## config.mk

```make
export PLATFORM = sky130hd
export DESIGN_NAME = contiguous_unit_allocator
export DESIGN_NICKNAME = d
export VERILOG_FILES = /design/src/hw/rtl/cua_pkg.sv /design/src/hw/rtl/cua_ram.sv /design/src/hw/rtl/cua_apb_regs.sv /design/src/hw/rtl/cua_engine.sv /design/src/hw/rtl/contiguous_unit_allocator.sv
export VERILOG_INCLUDE_DIRS = /design/src /design/src/hw/rtl
export SDC_FILE = /design/constraint.sdc
export NUM_CORES = 1
export LEC_CHECK = 0
export ABC_CLOCK_PERIOD_IN_PS = 4700
export BUFFER_PORTS_ARGS = -buffer_cell sky130_fd_sc_hd__buf_2
export CORE_ASPECT_RATIO = 0.7
export CORE_UTILIZATION = 30
export DETAILED_ROUTE_END_ITERATION = 10
export PLACE_DENSITY_LB_ADDON = 0.25
export SYNTH_ARGS = -nofsm -noshare
export SYNTH_HDL_FRONTEND = slang
export SYNTH_HIERARCHICAL = 1
export SYNTH_SLANG_ARGS = --single-unit
```

## constraint.sdc

```tcl
create_clock -name i_clk -period 4.7 [get_ports i_clk]
set_clock_uncertainty 0.15 [all_clocks]
set_input_delay 0.94 -clock i_clk [delete_from_list [all_inputs] [get_ports i_clk]]
set_output_delay 0.94 -clock i_clk [all_outputs]
set_load 0.01 [all_outputs]
```

## src/hw/rtl/contiguous_unit_allocator_assert.svh

```systemverilog
// Assertion macros shared by the contiguous unit allocator RTL.
`ifndef CONTIGUOUS_UNIT_ALLOCATOR_ASSERT_SVH
`define CONTIGUOUS_UNIT_ALLOCATOR_ASSERT_SVH

`ifndef NO_ASSERTIONS

// Same-cycle implication, checked out of reset.
`define CUA_ASSERT_IMP(label, clk, rst_n, ante, cons, msg) \
    label: assert property (@(posedge clk) disable iff (!rst_n) (ante) |-> (cons)) \
        else $error(msg);

// Next-cycle implication, checked out of reset.
`define CUA_ASSERT_NXT(label, clk, rst_n, ante, cons, msg) \
    label: assert property (@(posedge clk) disable iff (!rst_n) (ante) |=> (cons)) \
        else $error(msg);

`else

`define CUA_ASSERT_IMP(label, clk, rst_n, ante, cons, msg)
`define CUA_ASSERT_NXT(label, clk, rst_n, ante, cons, msg)

`endif

`endif

```

## src/hw/rtl/cua_pkg.sv

```systemverilog
// Shared types, codes and constants of the contiguous unit allocator.
`default_nettype none

package cua_pkg;

    // Parameter defaults
    localparam int UNITS_DEF      = 32;
    localparam int OWNER_BITS_DEF = 8;

    // Fixed field widths
    localparam int ID_W     = 8;
    localparam int SIZE_W   = 6;
    localparam int STATUS_W = 2;
    localparam int START_W  = 5;
    localparam int COUNT_W  = 6;
    localparam int POLICY_W = 2;

    // Configuration port
    localparam int PADDR_W = 3;
    localparam int PDATA_W = 32;
    localparam logic REG_FIT_POLICY = 1'b0;  // register index, paddr[2]

    // Request kinds
    localparam logic KIND_ALLOC = 1'b0;
    localparam logic KIND_FREE  = 1'b1;

    // Fit policies; the spare code behaves as first fit
    localparam logic [POLICY_W-1:0] POL_FIRST = 2'd0;
    localparam logic [POLICY_W-1:0] POL_BEST  = 2'd1;
    localparam logic [POLICY_W-1:0] POL_WORST = 2'd2;

    // Result status codes
    localparam logic [STATUS_W-1:0] ST_DONE      = 2'd0;
    localparam logic [STATUS_W-1:0] ST_NO_FIT    = 2'd1;
    localparam logic [STATUS_W-1:0] ST_NOT_FOUND = 2'd2;

    typedef enum logic [2:0] {
        S_CLEAR,
        S_IDLE,
        S_SCAN,
        S_WRITE,
        S_EMIT
    } t_state;

    typedef struct packed {
        logic              kind;
        logic [ID_W-1:0]   owner_id;
        logic [SIZE_W-1:0] request_size;
    } t_req;

    typedef struct packed {
        logic [STATUS_W-1:0] status;
        logic [START_W-1:0]  start_unit;
        logic [COUNT_W-1:0]  unit_count;
    } t_res;

endpackage

`default_nettype wire

```

## src/hw/rtl/cua_ram.sv

```systemverilog
// Generic single-write, single-read RAM with registered read data.
`default_nettype none

module cua_ram #(
    parameter int WIDTH = 8,
    parameter int DEPTH = 32
) (
    input  wire logic                     i_clk,
    input  wire logic                     i_we,
    input  wire logic [$clog2(DEPTH)-1:0] i_waddr,
    input  wire logic [WIDTH-1:0]         i_wdata,
    input  wire logic [$clog2(DEPTH)-1:0] i_raddr,
    output logic      [WIDTH-1:0]         o_rdata
);

    logic [WIDTH-1:0] r_mem [DEPTH];
    logic [WIDTH-1:0] r_rdata;

    // Write one entry, read one entry in the cycle after its address
    always_ff @(posedge i_clk) begin
        if (i_we) begin
            r_mem[i_waddr] <= i_wdata;
        end
        r_rdata <= r_mem[i_raddr];
    end

    assign o_rdata = r_rdata;

endmodule

`default_nettype wire

```

## src/hw/rtl/cua_apb_regs.sv

```systemverilog
// APB configuration register file: the fit policy register.
`default_nettype none

module cua_apb_regs (
    input  wire logic                           i_clk,
    input  wire logic                           i_rst_n,
    input  wire logic                           psel,
    input  wire logic                           penable,
    input  wire logic                           pwrite,
    input  wire logic [cua_pkg::PADDR_W-1:0]    paddr,
    input  wire logic [cua_pkg::PDATA_W-1:0]    pwdata,
    output logic      [cua_pkg::PDATA_W-1:0]    prdata,
    output logic                                pready,
    output logic      [cua_pkg::POLICY_W-1:0]   o_fit_policy
);
    import cua_pkg::*;

    logic [POLICY_W-1:0] r_fit_policy;
    logic                w_wr;
    logic                w_hit;

    assign pready = 1'b1;
    assign w_hit  = (paddr[2] == REG_FIT_POLICY);
    assign w_wr   = psel && penable && pwrite && pready;

    // Take a write beat on the access cycle
    always_ff @(posedge i_clk) begin
        if (!i_rst_n) begin
            r_fit_policy <= POL_FIRST;
        end else if (w_wr && w_hit) begin
            r_fit_policy <= pwdata[POLICY_W-1:0];
        end
    end

    // Read back the register, zero elsewhere
    always_comb begin
        prdata = '0;
        if (w_hit) begin
            prdata = PDATA_W'(r_fit_policy);
        end
    end

    assign o_fit_policy = r_fit_policy;

endmodule

`default_nettype wire

```

## src/hw/rtl/cua_engine.sv

```systemverilog
// Allocation engine: clears the owner map, scans it run by run, writes back the chosen run.
`default_nettype none

`include "contiguous_unit_allocator_assert.svh"

module cua_engine #(
    parameter int UNITS      = cua_pkg::UNITS_DEF,
    parameter int OWNER_BITS = cua_pkg::OWNER_BITS_DEF
) (
    input  wire logic                            i_clk,
    input  wire logic                            i_rst_n,
    input  wire logic                            i_req_valid,
    output logic                                 o_req_ready,
    input  wire cua_pkg::t_req                   i_req,
    input  wire logic [cua_pkg::POLICY_W-1:0]    i_fit_policy,
    output logic                                 o_res_valid,
    input  wire logic                            i_res_ready,
    output cua_pkg::t_res                        o_res,
    output logic                                 o_ram_we,
    output logic      [$clog2(UNITS)-1:0]        o_ram_waddr,
    output logic      [OWNER_BITS-1:0]           o_ram_wdata,
    output logic      [$clog2(UNITS)-1:0]        o_ram_raddr,
    input  wire logic [OWNER_BITS-1:0]           i_ram_rdata
);
    import cua_pkg::*;

    localparam int AW = $clog2(UNITS);
    localparam int LW = $clog2(UNITS + 1);
    localparam int IW = $clog2(UNITS + 2);
    localparam int CW = (LW > SIZE_W) ? LW : SIZE_W;

    t_state                r_state, n_state;
    logic                  r_kind, n_kind;
    logic [OWNER_BITS-1:0] r_id, n_id;
    logic [SIZE_W-1:0]     r_size, n_size;
    logic [IW-1:0]         r_idx, n_idx;
    logic [AW-1:0]         r_run_start, n_run_start;
    logic [OWNER_BITS-1:0] r_run_owner, n_run_owner;
    logic [LW-1:0]         r_run_len, n_run_len;
    logic                  r_found, n_found;
    logic [AW-1:0]         r_best_start, n_best_start;
    logic [LW-1:0]         r_best_len, n_best_len;
    logic [AW-1:0]         r_wr_addr, n_wr_addr;
    logic [LW-1:0]         r_wr_left, n_wr_left;
    t_res                  r_res, n_res;

    logic [OWNER_BITS-1:0] w_req_id;
    logic                  w_have_data;
    logic                  w_last;
    logic                  w_boundary;
    logic                  w_free_hit;
    logic                  w_fits;
    logic                  w_take;
    logic                  w_stop_first;
    logic                  w_multi_pol;

    // Mask the owner to the map width
    assign w_req_id = OWNER_BITS'(i_req.owner_id);

    // Scan decode: data for unit r_idx-1 is on the read port; r_idx == UNITS+1 closes the map
    assign w_have_data  = (r_idx != '0);
    assign w_last       = (r_idx == IW'(UNITS + 1));
    assign w_boundary   = (r_idx > IW'(1)) && (w_last || (i_ram_rdata != r_run_owner));
    assign w_free_hit   = (r_kind == KIND_FREE) && (r_run_owner == r_id);
    assign w_fits       = (r_kind == KIND_ALLOC) && (r_run_owner == '0)
                          && (CW'(r_run_len) >= CW'(r_size));
    assign w_multi_pol  = (i_fit_policy == POL_BEST) || (i_fit_policy == POL_WORST);
    assign w_take       = w_fits && (!r_found
                          || ((i_fit_policy == POL_BEST) && (r_run_len < r_best_len))
                          || ((i_fit_policy == POL_WORST) && (r_run_len > r_best_len)));
    assign w_stop_first = w_fits && !r_found && !w_multi_pol;

    // Next state
    always_comb begin
        n_state = r_state;
        unique case (r_state)
            S_CLEAR: begin
                if (r_wr_left == LW'(1)) begin
                    n_state = S_IDLE;
                end
            end
            S_IDLE: begin
                if (i_req_valid) begin
                    if (w_req_id == '0) begin
                        n_state = S_EMIT;
                    end else if ((i_req.kind == KIND_ALLOC) && (i_req.request_size == '0)) begin
                        n_state = S_EMIT;
                    end else begin
                        n_state = S_SCAN;
                    end
                end
            end
            S_SCAN: begin
                priority if (w_boundary && (w_free_hit || w_stop_first)) begin
                    n_state = S_WRITE;
                end else if (w_last) begin
                    n_state = (w_take || r_found) ? S_WRITE : S_EMIT;
                end else begin
                    n_state = S_SCAN;
                end
            end
            S_WRITE: begin
                if (r_wr_left == LW'(1)) begin
                    n_state = S_EMIT;
                end
            end
            S_EMIT: begin
                if (i_res_ready) begin
                    n_state = S_IDLE;
                end
            end
            default: n_state = S_IDLE;
        endcase
    end

    // Outputs of the sequencer
    always_comb begin
        o_req_ready = (r_state == S_IDLE);
        o_res_valid = (r_state == S_EMIT);
        o_res       = r_res;
        o_ram_raddr = r_idx[AW-1:0];
        o_ram_we    = (r_state == S_WRITE) || (r_state == S_CLEAR);
        o_ram_waddr = r_wr_addr;
        o_ram_wdata = ((r_state == S_CLEAR) || (r_kind == KIND_FREE)) ? '0 : r_id;
    end

    // Datapath: latch the request, track runs, pick the hole, step the write pass
    always_comb begin
        n_kind       = r_kind;
        n_id         = r_id;
        n_size       = r_size;
        n_idx        = r_idx;
        n_run_start  = r_run_start;
        n_run_owner  = r_run_owner;
        n_run_len    = r_run_len;
        n_found      = r_found;
        n_best_start = r_best_start;
        n_best_len   = r_best_len;
        n_wr_addr    = r_wr_addr;
        n_wr_left    = r_wr_left;
        n_res        = r_res;
        unique case (r_state)
            S_IDLE: begin
                if (i_req_valid) begin
                    n_kind  = i_req.kind;
                    n_id    = w_req_id;
                    n_size  = i_req.request_size;
                    n_idx   = '0;
                    n_found = 1'b0;
                    n_res   = '{status: ST_NOT_FOUND, start_unit: '0, unit_count: '0};
                    if ((w_req_id != '0) && (i_req.kind == KIND_ALLOC)) begin
                        n_res.status = ST_NO_FIT;
                    end
                end
            end
            S_SCAN: begin
                n_idx = IW'(r_idx + 1'b1);
                // Extend the current run or open a new one
                if (w_have_data && !w_last) begin
                    if ((r_idx == IW'(1)) || (i_ram_rdata != r_run_owner)) begin
                        n_run_start = AW'(r_idx - 1'b1);
                        n_run_owner = i_ram_rdata;
                        n_run_len   = LW'(1);
                    end else begin
                        n_run_len = LW'(r_run_len + 1'b1);
                    end
                end
                // Judge the run that just closed
                if (w_boundary) begin
                    if (w_free_hit) begin
                        n_wr_addr = r_run_start;
                        n_wr_left = r_run_len;
                        n_res     = '{status: ST_DONE,
                                      start_unit: START_W'(r_run_start),
                                      unit_count: COUNT_W'(r_run_len)};
                    end else if (w_take) begin
                        n_found      = 1'b1;
                        n_best_start = r_run_start;
                        n_best_len   = r_run_len;
                        n_wr_addr    = r_run_start;
                        n_wr_left    = LW'(r_size);
                        n_res        = '{status: ST_DONE,
                                         start_unit: START_W'(r_run_start),
                                         unit_count: r_size};
                    end
                end
            end
            S_WRITE, S_CLEAR: begin
                n_wr_addr = AW'(r_wr_addr + 1'b1);
                n_wr_left = LW'(r_wr_left - 1'b1);
            end
            S_EMIT: begin
            end
            default: begin
            end
        endcase
    end

    // Control registers reset; the clearing pass starts at unit 0
    always_ff @(posedge i_clk) begin
        if (!i_rst_n) begin
            r_state   <= S_CLEAR;
            r_wr_addr <= '0;
            r_wr_left <= LW'(UNITS);
            r_found   <= 1'b0;
            r_idx     <= '0;
        end else begin
            r_state   <= n_state;
            r_wr_addr <= n_wr_addr;
            r_wr_left <= n_wr_left;
            r_found   <= n_found;
            r_idx     <= n_idx;
        end
    end

    // Payload registers
    always_ff @(posedge i_clk) begin
        r_kind       <= n_kind;
        r_id         <= n_id;
        r_size       <= n_size;
        r_run_start  <= n_run_start;
        r_run_owner  <= n_run_owner;
        r_run_len    <= n_run_len;
        r_best_start <= n_best_start;
        r_best_len   <= n_best_len;
        r_res        <= n_res;
    end

    `CUA_ASSERT_IMP(a_we_only_in_write, i_clk, i_rst_n, o_ram_we, (r_state == S_WRITE) || (r_state == S_CLEAR), "owner map written outside a write pass")
    `CUA_ASSERT_NXT(a_accept_leaves_idle, i_clk, i_rst_n, i_req_valid && o_req_ready, r_state != S_IDLE, "accepted request did not start")
    `CUA_ASSERT_IMP(a_scan_in_range, i_clk, i_rst_n, r_state == S_SCAN, r_idx <= IW'(UNITS + 1), "scan index ran past the map")
    `CUA_ASSERT_IMP(a_write_count_live, i_clk, i_rst_n, (r_state == S_WRITE) || (r_state == S_CLEAR), r_wr_left != '0, "write pass with no units left")

endmodule

`default_nettype wire

```

## src/hw/rtl/contiguous_unit_allocator.sv

```systemverilog
// Top level of the contiguous unit allocator: stream ports, config port, owner map, result register.
// Flow: an allocate or free request is accepted, the owner map is scanned (one map read per
// cycle through the single RAM read port), the chosen run is written back unit by unit, and
// the result goes into the result register. A zero owner or zero-size allocate skips scan and write.
// One request at a time. Reset: synchronous, active low; a clearing pass then zeroes the
// owner map, and s_axis_tready stays low until it ends. The fit policy resets to first fit.
`default_nettype none

module contiguous_unit_allocator #(
    parameter int UNITS      = cua_pkg::UNITS_DEF,
    parameter int OWNER_BITS = cua_pkg::OWNER_BITS_DEF
) (
    input  wire logic                          i_clk,
    input  wire logic                          i_rst_n,
    // Request stream
    input  wire logic                          s_axis_tvalid,
    output logic                               s_axis_tready,
    input  wire logic [15:0]                   s_axis_tdata,  // owner_id[7:0], request_size[13:8]
    input  wire logic                          s_axis_tuser,  // kind
    // Result stream
    output logic                               m_axis_tvalid,
    input  wire logic                          m_axis_tready,
    output logic      [15:0]                   m_axis_tdata,  // status[1:0], start_unit[6:2],
                                                              // unit_count[12:7]
    // Configuration
    input  wire logic                          psel,
    input  wire logic                          penable,
    input  wire logic                          pwrite,
    input  wire logic [cua_pkg::PADDR_W-1:0]   paddr,
    input  wire logic [cua_pkg::PDATA_W-1:0]   pwdata,
    output logic      [cua_pkg::PDATA_W-1:0]   prdata,
    output logic                               pready
);
    import cua_pkg::*;

    localparam int AW = $clog2(UNITS);

    t_req                  w_req;
    t_res                  w_res;
    logic                  w_res_valid;
    logic                  w_res_ready;
    logic [POLICY_W-1:0]   w_fit_policy;
    logic                  w_ram_we;
    logic [AW-1:0]         w_ram_waddr;
    logic [OWNER_BITS-1:0] w_ram_wdata;
    logic [AW-1:0]         w_ram_raddr;
    logic [OWNER_BITS-1:0] w_ram_rdata;

    logic                  r_m_valid;
    t_res                  r_m_res;

    // Unpack the request beat
    assign w_req.kind         = s_axis_tuser;
    assign w_req.owner_id     = s_axis_tdata[ID_W-1:0];
    assign w_req.request_size = s_axis_tdata[ID_W+SIZE_W-1:ID_W];

    cua_apb_regs u_regs (
        .i_clk        (i_clk),
        .i_rst_n      (i_rst_n),
        .psel         (psel),
        .penable      (penable),
        .pwrite       (pwrite),
        .paddr        (paddr),
        .pwdata       (pwdata),
        .prdata       (prdata),
        .pready       (pready),
        .o_fit_policy (w_fit_policy)
    );

    cua_ram #(
        .WIDTH (OWNER_BITS),
        .DEPTH (UNITS)
    ) u_owner_map (
        .i_clk   (i_clk),
        .i_we    (w_ram_we),
        .i_waddr (w_ram_waddr),
        .i_wdata (w_ram_wdata),
        .i_raddr (w_ram_raddr),
        .o_rdata (w_ram_rdata)
    );

    cua_engine #(
        .UNITS      (UNITS),
        .OWNER_BITS (OWNER_BITS)
    ) u_engine (
        .i_clk        (i_clk),
        .i_rst_n      (i_rst_n),
        .i_req_valid  (s_axis_tvalid),
        .o_req_ready  (s_axis_tready),
        .i_req        (w_req),
        .i_fit_policy (w_fit_policy),
        .o_res_valid  (w_res_valid),
        .i_res_ready  (w_res_ready),
        .o_res        (w_res),
        .o_ram_we     (w_ram_we),
        .o_ram_waddr  (w_ram_waddr),
        .o_ram_wdata  (w_ram_wdata),
        .o_ram_raddr  (w_ram_raddr),
        .i_ram_rdata  (w_ram_rdata)
    );

    // Output register: load when empty or when the current beat leaves
    assign w_res_ready = !r_m_valid || m_axis_tready;

    always_ff @(posedge i_clk) begin
        if (!i_rst_n) begin
            r_m_valid <= 1'b0;
        end else if (w_res_ready) begin
            r_m_valid <= w_res_valid;
        end
    end

    always_ff @(posedge i_clk) begin
        if (w_res_ready && w_res_valid) begin
            r_m_res <= w_res;
        end
    end

    // Pack the result beat
    assign m_axis_tvalid = r_m_valid;
    assign m_axis_tdata  = {3'b000, r_m_res.unit_count, r_m_res.start_unit, r_m_res.status};

endmodule

`default_nettype wire
```

==> out/results.tsv, run 1 <==
stage	metric	value	unit
timing	rsz0062_at_grt	false	
yosys	synth_warnings	6	
worst_setup_path	max_stage_delay	0.74	ns
clock_tree	ctsResizeCount	0	
layout	final_common_cell	edfxtp_1	
timing	slew_headroom	0.137	
timing	finalSetupViolCount	0	
placement	portBuffers	41	
hold_path	holdPathEnd	m_axis_tdata[6]$_DFFE_PP_	
clock_tree	clk_latency	0.54	ns
yosys	synth.avg_cell_area	17.1	um2
worst_setup_path	crit_chain	nor2b_1 -> or3_1 -> inv_1 -> or3b_2 -> nor2_1	
die	io_pins	110	
worst_setup_path	path_buf_inv	1	
route	drcViolationCount	0	
clock_tree	cts_sinks	354	
die	design.core.area	48400	um2
yosys	ys_types	65	
die	start_util	0.307	
yosys	synthMuxAreaShare	0.133	
worst_setup_path	crit_path_end_kind	flip-flop	
yosys	synth_xor_area_frac	0.0136	
yosys	ys_async_sr_fraction	0	
route	avgViaCountPerCell	4.71	
route	vias	7644	
clock_tree	clkTransAtPathRegs	0.06	ns
worst_setup_path	r2r_cells	5	
die	rows	67	
yosys	syn_inst	868	
route	drtIter0Drc	602	
yosys	synth_compound_area_frac	0.0329	
die	die_x	268	um
worst_setup_path	cp.required	4.70	ns
clock_tree	post_cts_buffers	0	
yosys	synthFlopType	edfxtp_1	
die	die_height	188	um
layout	nets	1020	
grt	grt_pass1_vias	7376	
timing	hold_viol_final	0	
clock_tree	clockBufferDepth	3	
timing	finalCriticalPeriod	3.81	ns
layout	area_growth	14.2	%
layout	final_cell_mix	322 x edfxtp_1, 80 x mux4_2, 63 x nor2_1	
layout	insertedDiodeCount	0	
timing	fmax	263	MHz
worst_setup_path	cp_max_fo	19	
placement	dp_cells	1557	
yosys	synthSimpleGateAreaFrac	0.0701	
grt	grt_max_degree	67	
outcome	run_status	completed	
grt	grt_pass1_wl	49.2	mm
timing	tightestPinTransition	1.29	ns
timing	finalSetupTns	0	ns
worst_setup_path	critPathTopFamily	simple AND/OR/NAND/NOR gates	
layout	drive_above_1_share	0.249	
die	die_area	50400	um2
hold_path	min-delay-start	u_engine/o_res[10]$_SDFFCE_PN0P_	
placement	gp_congestion	0.744	
yosys	synth_edf_count	322	
worst_setup_path	critPathLaunchType	flip-flop	
worst_setup_path	slowest_stage	nor2_1	
pwr	powerDensity	437	nW/um2
hold_path	hold_path_class	reg2reg	
timing	fin_crit_sh	0.810	
clock_tree	cts_buffers	36	
pwr	leakage	0.00546	uW
timing	drv_slew	0	
clock_tree	cts-root-buf	clkbuf_16	
clock_tree	cts_hold_buf	0	
yosys	yosysSeqAreaShare	0.694	
yosys	synth_top_family_by_area	multiplexers	
layout	fin_cells	1623	
yosys	synth_adder_area_share	0.0177	
route	ant_nets	0	
clock_tree	cts_tree	yes	
grt	grt.overflow.total	0	
clock_tree	h-tree-depth	2	
yosys	yosys_register_bits	354	
grt	antenna_found_initial	2	
yosys	synth_area	14900	um2
grt	track_usage	0.133	
worst_setup_path	r2r_setup_slack	0.89	ns
route	wl	33.2	mm
worst_setup_path	reg2reg_from	u_engine/r_state[1]$_SDFFE_PN0P_	
pwr	ir_drop	0.217	mV
run	max_cap_violations	0	
route	first_pass_iters	5	
placement	dp_hpwl	21.3	mm
route	avgRoutedWirePerCell	20.5	um
worst_setup_path	crit_arrival	3.80	ns
hold_path	hold_depth	0	
worst_setup_path	setup.worst_path.class	reg2reg	
worst_setup_path	r2r_end	u_owner_map/r_mem[20][5]$_DFFE_PP_	
[layer usage]
layer,wire (um),vias up,part of all wire,global-route usage
met5,0,-,0,0
met4,488,0,0.015,0.0288
met3,2490,34,0.075,0.0323
met2,13400,222,0.40,0.175
met1,16900,3947,0.51,0.214
li1,-,3441,-,-
[stage by stage]
step / total power, uW / setup WS [ns] / utilization / cell area [um2] / hold WS (ns)
floorplan: 4360 / 1.74 / - / 15000 / 0.250
global placement: 4650 / 0.970 / 0.327 / 15800 / 0.254
detailed placement: 4660 / 0.892 / 0.327 / 15800 / 0.255
CTS: 7510 / 0.896 / 0.351 / 17000 / 0.269
global route: 7720 / 0.683 / 0.351 / 17000 / 0.277
finish: 7420 / 0.894 / 0.351 / 17000 / 0.267
[synth_stat cells (5+ instances only)]
master    count  area (um2)
nand3_1      17        85.1
ha_1         21         263
dfxtp_1      32         641
nor2_1       63         236
nand4_1       5        31.3
mux2_2        8        90.1
clkbuf_1     19        71.3
o21ai_0      16        80.1
nor4_1        5        31.3
mux2i_1       8        80.1
o22ai_1       6        37.5
mux4_2       80        1800
edfxtp_1    322        9670
nand2b_1      6        37.5
buf_1         5        18.8
inv_1        24        90.1
buf_4        45         338
xnor2_1      19         166
nand2_1      37         139
nor2b_1       9        56.3
a21oi_1      14        70.1
o211ai_1      6        45.0
and2_1       20         125
nand3b_1      7        52.6
nor3_1        6        30.0
[cell families after synthesis]
family,after synthesis
DFF,354
and+or+nand+nor,200
buffers and inverters,99
muxes,96
AOI/OAI and AO/OA,72
xor gates and xnor gates,23
adders and majority gates,21
other,3
[worst max path at each step]
stage | start | end | slack [ns] | cells past startpoint
floorplan | u_engine/r_run_len[3]$_SDFFCE_PN0P_ | u_engine/o_res[0]$_SDFFCE_PN0P_ | 1.74 | 7
CTS | u_engine/r_state[1]$_SDFFE_PN0P_ | u_owner_map/r_mem[20][5]$_DFFE_PP_ | 0.90 | 5
detailed placement | u_engine/r_state[1]$_SDFFE_PN0P_ | u_owner_map/r_mem[20][6]$_DFFE_PP_ | 0.89 | 5
global route | u_engine/r_state[1]$_SDFFE_PN0P_ | u_owner_map/r_mem[20][5]$_DFFE_PP_ | 0.68 | 5
finish | u_engine/r_state[1]$_SDFFE_PN0P_ | u_owner_map/r_mem[20][5]$_DFFE_PP_ | 0.89 | 5
global placement | u_engine/r_state[1]$_SDFFE_PN0P_ | u_owner_map/r_mem[20][0]$_DFFE_PP_ | 0.97 | 5
[sequential cells by signal (all words and copies together) (netlist names)]
| signal | flops |
|---|---|
| u_owner_map/r_mem | 256 |
| m_axis_tvalid | 1 |
| u_engine/r_id | 8 |
| m_axis_tdata | 13 |
| u_engine/r_state | 3 |
| u_engine/o_res | 13 |
| u_engine/r_found | 1 |
| u_engine/r_idx | 6 |
| u_engine/r_run_start | 5 |
| u_engine/r_size | 6 |
| u_regs/o_fit_policy | 2 |
| u_engine/o_ram_waddr | 5 |
| u_engine/r_run_owner | 8 |
| u_engine/r_best_len | 6 |
| u_engine/r_run_len | 6 |
| u_owner_map/o_rdata | 8 |
| u_engine/r_kind | 1 |
| u_engine/r_wr_left | 6 |
[final cells by class]
type                       instances  area (um2)
clock buffer                      45         986
clock inverter                    21         168
fill                            4624       31400
inverter                          24        90.1
multi-input combinational        446        4090
sequential                       354       10300
tap                              655         820
timing repair buffer              78         495
[where the power goes]
part	switching, uW	internal [uW]	total [uW]	leakage (uW)
sequential	108	3670	3770	0.00314
clock	1220	1610	2830	0.000564
combinational	506	315	821	0.00175
Note: power is estimated with default switching activity, not from simulation.
==> inputs of run 2 (changes only) <==
--- a/config.mk
+++ b/config.mk
@@ -6,7 +6,7 @@
 export SDC_FILE = /design/constraint.sdc
 export NUM_CORES = 1
 export LEC_CHECK = 0
-export ABC_CLOCK_PERIOD_IN_PS = 4700
+export ABC_CLOCK_PERIOD_IN_PS = 3350
 export BUFFER_PORTS_ARGS = -buffer_cell sky130_fd_sc_hd__buf_2
 export CORE_ASPECT_RATIO = 0.7
 export CORE_UTILIZATION = 30
==> constraint.sdc (replaced) <==
create_clock -name i_clk -period 3.35 [get_ports i_clk]
set_clock_uncertainty 0.15 [all_clocks]
set_input_delay 0.67 -clock i_clk [delete_from_list [all_inputs] [get_ports i_clk]]
set_output_delay 0.67 -clock i_clk [all_outputs]
set_load 0.01 [all_outputs]
==> run 2 against run 1 <==
Clock power increased by 33%. Worst setup slack got worse by 0.34 ns. Cell area increased by 0.42%. Critical path depth grew 4. Sequential power rose by 40%. Count of clock-buffer cells in the layout grew 1. Via count decreased by 0.67%. Final cell count is 0.55% higher. Sequential share of layout area fell by 0.25 points. Critical path type unchanged. Critical endpoint is now u_engine/r_wr_left[3]$_SDFFE_PN0P_. Largest cell class unchanged. Highest routed layer unchanged.
==> out/results.tsv, run 2 (synthesis results as in run 1) <==
stage	metric	value	unit
clock_tree	clk_latency	0.53	ns
worst_setup_path	crit_path_end_kind	flip-flop	
pwr	ir_drop	0.279	mV
route	ant_nets	0	
worst_setup_path	cp_max_fo	22	
clock_tree	clockBufferDepth	3	
hold_path	hold_path_class	in2reg	
clock_tree	cts_sinks	354	
layout	multiInputGateArea	4090	um2
clock_tree	clkTransAtPathRegs	0.06	ns
clock_tree	cts-root-buf	clkbuf_16	
layout	register_area	10300	um2
die	design.core.area	48400	um2
placement	gp_congestion	0.729	
grt	grt.overflow.total	0	
grt	grt_pass1_vias	7448	
worst_setup_path	r2r_setup_slack	0.55	ns
die	rows	67	
layout	nets	1035	
clock_tree	ctsResizeCount	0	
die	start_util	0.307	
route	vias	7593	
route	first_pass_iters	4	
timing	finalSetupTns	0	ns
die	die_x	268	um
grt	grt_pass1_wl	48.8	mm
grt	grt_max_degree	71	
placement	portBuffers	41	
outcome	run_status	completed	
pwr	powerDensity	602	nW/um2
route	avgViaCountPerCell	4.65	
layout	final_common_cell	edfxtp_1	
worst_setup_path	reg2reg_from	u_engine/r_run_len[4]$_SDFFCE_PN0P_	
layout	final_core_util	0.352	
layout	drive_above_1_share	0.254	
route	drtIter0Drc	523	
layout	regMostFlops	u_owner_map/r_mem	
run	max_cap_violations	0	
route	drcViolationCount	0	
worst_setup_path	startpoint	u_engine/r_run_len[4]$_SDFFCE_PN0P_	
clock_tree	cts_hold_buf	0	
clock_tree	cts_buffers	35	
timing	finalSetupViolCount	0	
worst_setup_path	crit_arrival	3.04	ns
die	io_pins	110	
worst_setup_path	cp.required	3.59	ns
die	die_height	188	um
worst_setup_path	critPathLaunchType	flip-flop	
timing	drv_slew	0	
timing	tightestPinTransition	1.25	ns
pwr	leakage	0.00550	uW
timing	slew_headroom	0.169	
hold_path	min-delay-start	s_axis_tdata[5]	
clock_tree	cts_tree	yes	
timing	fin_crit_sh	0.836	
layout	area_growth	14.7	%
layout	final_cell_mix	322 x edfxtp_1, 80 x mux4_2, 63 x nor2_1	
route	wl	32.2	mm
grt	track_usage	0.131	
clock_tree	post_cts_buffers	0	
timing	finalCriticalPeriod	2.80	ns
die	die_area	50400	um2
timing	fmax	357	MHz
worst_setup_path	setup.worst_path.class	reg2reg	
placement	dp_hpwl	21.1	mm
route	avgRoutedWirePerCell	19.7	um
grt	antenna_found_initial	0	
timing	hold_viol_final	0	
clock_tree	h-tree-depth	2	
layout	largest_register_ff_count	256	
layout	fillers	4553	
layout	insertedDiodeCount	0	
timing	rsz0062_at_grt	false	
-- run 2: cell count changes in the layout (fill, tap and decap cells not counted), moves of 2 or more --
cell | before | now
clkinv_2 | 8 | 4
clkbuf_8 | 3 | 1
buf_4 | 36 | 50
clkinv_1 | 5 | 3
clkbuf_1 | 5 | 9
buf_12 | 1 | 3
-- run 2: final timing paths --
| check | end | depth (start not counted) |
|---|---|---|
| worst min register to register | m_axis_tdata[7]$_DFFE_PP_ | 0 |
| worst max register to register | u_engine/r_wr_left[3]$_SDFFE_PN0P_ | 9 |
| worst min-delay path | u_engine/r_id[5]$_DFFE_PP_ | 1 |
| worst max-delay path | u_engine/r_wr_left[3]$_SDFFE_PN0P_ | 9 |
-- run 2: metal layers --
layer  share of wire  up-vias  wire, um  GRT usage
li1                -     3476         -          -
met2            0.41      172     13100      0.176
met1            0.52     3903     16700      0.210
met5               0        -         0          0
met4           0.014        0       455     0.0257
met3           0.059       42      1890     0.0298
-- run 2: layout make-up --
class                   instances  share of cell area
inverters                      24             0.00529
clock buffers                  46              0.0557
clock inverters                13             0.00771
multi-input cells             446               0.240
well taps                     655              0.0481
flip-flops and latches        354               0.605
repair buffers                 94              0.0376
-- run 2: where the power goes --
part	total, uW	switching, uW	internal, uW
combinational	1180	695	487
sequential	5290	153	5140
clock	3770	1620	2150
-- run 2: worst max-delay path: stages (launching register included) --
cell and delay, ns:
edfxtp_1 0.51, ha_1 0.36, nand4_1 0.16, o21bai_1 0.21
and3_1 0.17, o311a_1 0.34, o31ai_2 0.24, buf_4 0.28
nor2b_1 0.15, o22ai_1 0.08
-- run 2: through the flow --
step                total power [uW]  std cells  area, um2  hold slack, ns  worst slack [ns]
floorplan                       6120        899      15000           0.250             0.392
global placement                6560       1573      16000           0.254             0.581
detailed placement              6570       1573      16000           0.255             0.570
CTS                            10400       1632      17000           0.157             0.541
global route                   10700       1632      17000           0.165             0.383
finish                         10300       1632      17000           0.187             0.549
==> inputs of run 3 (changes only) <==
--- a/config.mk
+++ b/config.mk
@@ -6,7 +6,8 @@
 export SDC_FILE = /design/constraint.sdc
 export NUM_CORES = 1
 export LEC_CHECK = 0
-export ABC_CLOCK_PERIOD_IN_PS = 3350
+export ABC_AREA = 1
+export ABC_CLOCK_PERIOD_IN_PS = 2600
 export BUFFER_PORTS_ARGS = -buffer_cell sky130_fd_sc_hd__buf_2
 export CORE_ASPECT_RATIO = 0.7
 export CORE_UTILIZATION = 30
==> constraint.sdc (replaced) <==
create_clock -name i_clk -period 2.6 [get_ports i_clk]
set_clock_uncertainty 0.15 [all_clocks]
set_input_delay 0.52 -clock i_clk [delete_from_list [all_inputs] [get_ports i_clk]]
set_output_delay 0.52 -clock i_clk [all_outputs]
set_load 0.01 [all_outputs]
==> run 3 against run 2 <==
Final cell count is 41% higher. Sequential share of layout area down 3.7 points. Flip-flop and latch count unchanged. Total power increased by 47%. Non-clock buffer count increased by 20. Count of clock-buffer cells in the layout rose by 2. Cell area is 6.4% higher. Die area up 6.2%. Synthesized cell count is 74% higher. Combinational power rose by 110%. Via count grew 39%. Hold slack lost 0.16 ns.
==> out/results.tsv, run 3 <==
stage	metric	value	unit
layout	nets	1673	
grt	track_usage	0.144	
hold_path	hold_path_class	in2reg	
timing	drv_slew	0	
pwr	leakage	0.00711	uW
timing	finalSetupViolCount	0	
worst_setup_path	setup.worst_path.class	reg2reg	
timing	fmax	416	MHz
clock_tree	post_cts_buffers	0	
yosys	synthTopCellsByCount	474 x nand2_1, 322 x edfxtp_1, 231 x nand3_1, 115 x nor2_1, 101 x inv_1	
layout	area_growth	14.9	%
yosys	synth_top_family_by_area	simple AND/OR/NAND/NOR gates	
die	die_area	53600	um2
yosys	ys_types	41	
yosys	yosysTopAreaCellShare	0.613	
route	wl	38.6	mm
clock_tree	clk_latency	0.54	ns
placement	gp_congestion	0.866	
worst_setup_path	path_buf_inv	1	
grt	grt_pass1_vias	9838	
worst_setup_path	slowest_stage	edfxtp_1	
timing	hold_viol_final	0	
worst_setup_path	max_stage_delay	0.50	ns
worst_setup_path	crit_arrival	2.51	ns
die	die_x	276	um
die	rows	69	
yosys	synth_area	15800	um2
yosys	synth_warnings	6	
yosys	synth_compound_area_frac	0.0164	
timing	finalCriticalPeriod	2.41	ns
clock_tree	cts_sinks	354	
clock_tree	clockBufferDepth	3	
grt	grt.overflow.total	0	
yosys	yosys.area.top_type	edfxtp_1	
timing	fin_ws	0.195	ns
layout	drive_above_1_share	0.126	
grt	antenna_found_initial	0	
layout	insertedDiodeCount	0	
grt	grt_max_degree	90	
yosys	synth_edf_count	322	
placement	placed_area	16800	um2
yosys	synth.avg_cell_area	10.5	um2
yosys	synthFlopType	edfxtp_1	
layout	final_common_cell	nand2_1	
placement	dp_hpwl	24.1	mm
timing	rsz0062_at_grt	false	
yosys	synth_xor_area_frac	0.00777	
layout	regMostFlops	u_owner_map/r_mem	
placement	portBuffers	41	
pwr	ir_drop	0.557	mV
clock_tree	clkTransAtPathRegs	0.06	ns
die	design.core.area	51400	um2
worst_setup_path	critPathLaunchType	flip-flop	
route	avgRoutedWirePerCell	16.8	um
route	vias	10520	
layout	final_cell_mix	474 x nand2_1, 322 x edfxtp_1, 231 x nand3_1	
timing	hold-worst-slack	0.0254	ns
die	die_height	194	um
clock_tree	cts-root-buf	clkbuf_16	
route	ant_nets	0	
worst_setup_path	crit_top_cell	nand2_1	
worst_setup_path	crit_chain	ha_1 -> nand2_1 -> nor2_1 -> o21ai_1 -> nand3_1 -> nand2_1 -> nand3_2 -> nand2_1 -> nand3_2 -> nand2_1 -> nor2_2 -> buf_12	
die	start_util	0.307	
layout	largest_register_ff_count	256	
clock_tree	h-tree-depth	2	
run	max_cap_violations	0	
route	drtIter0Drc	1018	
route	avgViaCountPerCell	4.58	
route	first_pass_iters	4	
grt	grt_pass1_wl	59.1	mm
layout	fillers	5107	
yosys	synth_adder_area_share	0.0166	
layout	fin_area	18100	um2
outcome	run_status	completed	
timing	fin_crit_sh	0.925	
timing	tightestPinTransition	0.652	ns
clock_tree	cts_buffers	38	
placement	dp_slack	0.189	ns
yosys	yosysSeqAreaShare	0.653	
clock_tree	cts_tree	yes	
worst_setup_path	cp_max_fo	13	
timing	finalSetupTns	0	ns
die	io_pins	110	
pwr	powerDensity	833	nW/um2
worst_setup_path	cp.required	2.70	ns
yosys	yosys_register_bits	354	
yosys	post-synth-top-count-cell	nand2_1	
yosys	ys_async_sr_fraction	0	
route	drcViolationCount	0	
yosys	synthMuxAreaShare	0	
worst_setup_path	critPathTopFamily	simple AND/OR/NAND/NOR gates	
layout	final_core_util	0.353	
yosys	syn_inst	1506	
yosys	synth.area.top_cells	edfxtp_1 61%, nand2_1 11%, nand3_1 7.3%, dfxtp_1 4.1%, nor2_1 2.7%	
worst_setup_path	crit_path_end_kind	flip-flop	
timing	slew_headroom	0.561	
yosys	synthSimpleGateAreaFrac	0.231	
run 3: cell types whose count changed in the layout (fill, tap and decap cells not counted), moves of 9 or more:
cell / previous run / this run
buf_4: 50 / 63
inv_1: 24 / 101
nand2_1: 37 / 474
xnor2_1: 19 / 6
mux4_2: 80 / 0
nor2_1: 63 / 106
and2_1: 20 / 0
nand3_1: 17 / 231
nor2b_1: 9 / 0
nor2_2: 0 / 10
run 3: worst reg2reg max path, delay by kind of cell, from the launching register on:
| family | cells | cell delay, ns |
|---|---|---|
| and+or+nand+nor | 9 | 0.86 |
| DFF | 1 | 0.50 |
| adders and majority gates | 1 | 0.36 |
| buffers and inverters | 1 | 0.16 |
| AOI/OAI and AO/OA | 1 | 0.10 |
run 3: area by class of cell:
cell class | count | area [um2] | share of cell area
multi-input cells | 974 | 4450 | 0.246
flip-flops and latches | 354 | 10300 | 0.569
well taps | 674 | 843 | 0.0465
clock inverters | 20 | 211 | 0.0117
inverters | 111 | 418 | 0.0230
repair buffers | 114 | 838 | 0.0462
clock buffers | 48 | 1050 | 0.0580
run 3: path summary, 6_finish.rpt:
| path | from | end | slack (ns) | cells past startpoint |
|---|---|---|---|---|
| setup reg to reg | u_engine/r_run_len[4]$_SDFFCE_PN0P_ | u_engine/o_res[6]$_SDFFCE_PN0P_ | 0.19 | 12 |
| hold reg to reg | u_engine/o_res[1]$_SDFFCE_PN0P_ | m_axis_tdata[8]$_DFFE_PP_ | 0.27 | 0 |
| hold / removal | s_axis_tdata[6] | u_engine/r_id[6]$_DFFE_PP_ | 0.03 | 1 |
| setup / recovery | u_engine/r_run_len[4]$_SDFFCE_PN0P_ | u_engine/o_res[6]$_SDFFCE_PN0P_ | 0.19 | 12 |
run 3: power by group:
group / total (uW) / switching, uW / internal, uW
logic: 2450 / 1670 / 780
registers: 7140 / 223 / 6920
clock network: 5510 / 2230 / 3280
total: 15100 / 4120 / 11000
run 3: repair_timing:
item	CTS	global route
gates resized for setup	0	0
endpoints found under the hold margin	4	0
hold buffers	4	0
run 3: kinds of logic (layout without fill, tap and decap cells):
kind of cell	count (synthesis)	count (layout)
simple gates	858	858
flops	354	354
buf+inv	209	293
compound gates	47	47
fa+ha+maj	21	21
xor+xnor	14	14
other cells	3	34
run 3: layer usage:
layer | up-vias | GRT usage | part of all wire
met5 | - | 0 | 0
met4 | 0 | 0.0370 | 0.018
met3 | 48 | 0.0247 | 0.054
met2 | 258 | 0.197 | 0.40
met1 | 5050 | 0.229 | 0.53
li1 | 5164 | - | -
run 3: metrics by stage:
stage                     power, uW  cells
final                         15100   2295
after global routing          15800   2295
after CTS                     15300   2295
after detailed placement       9710   2223
after global placement         9670   2223
after floorplan                8810   1537
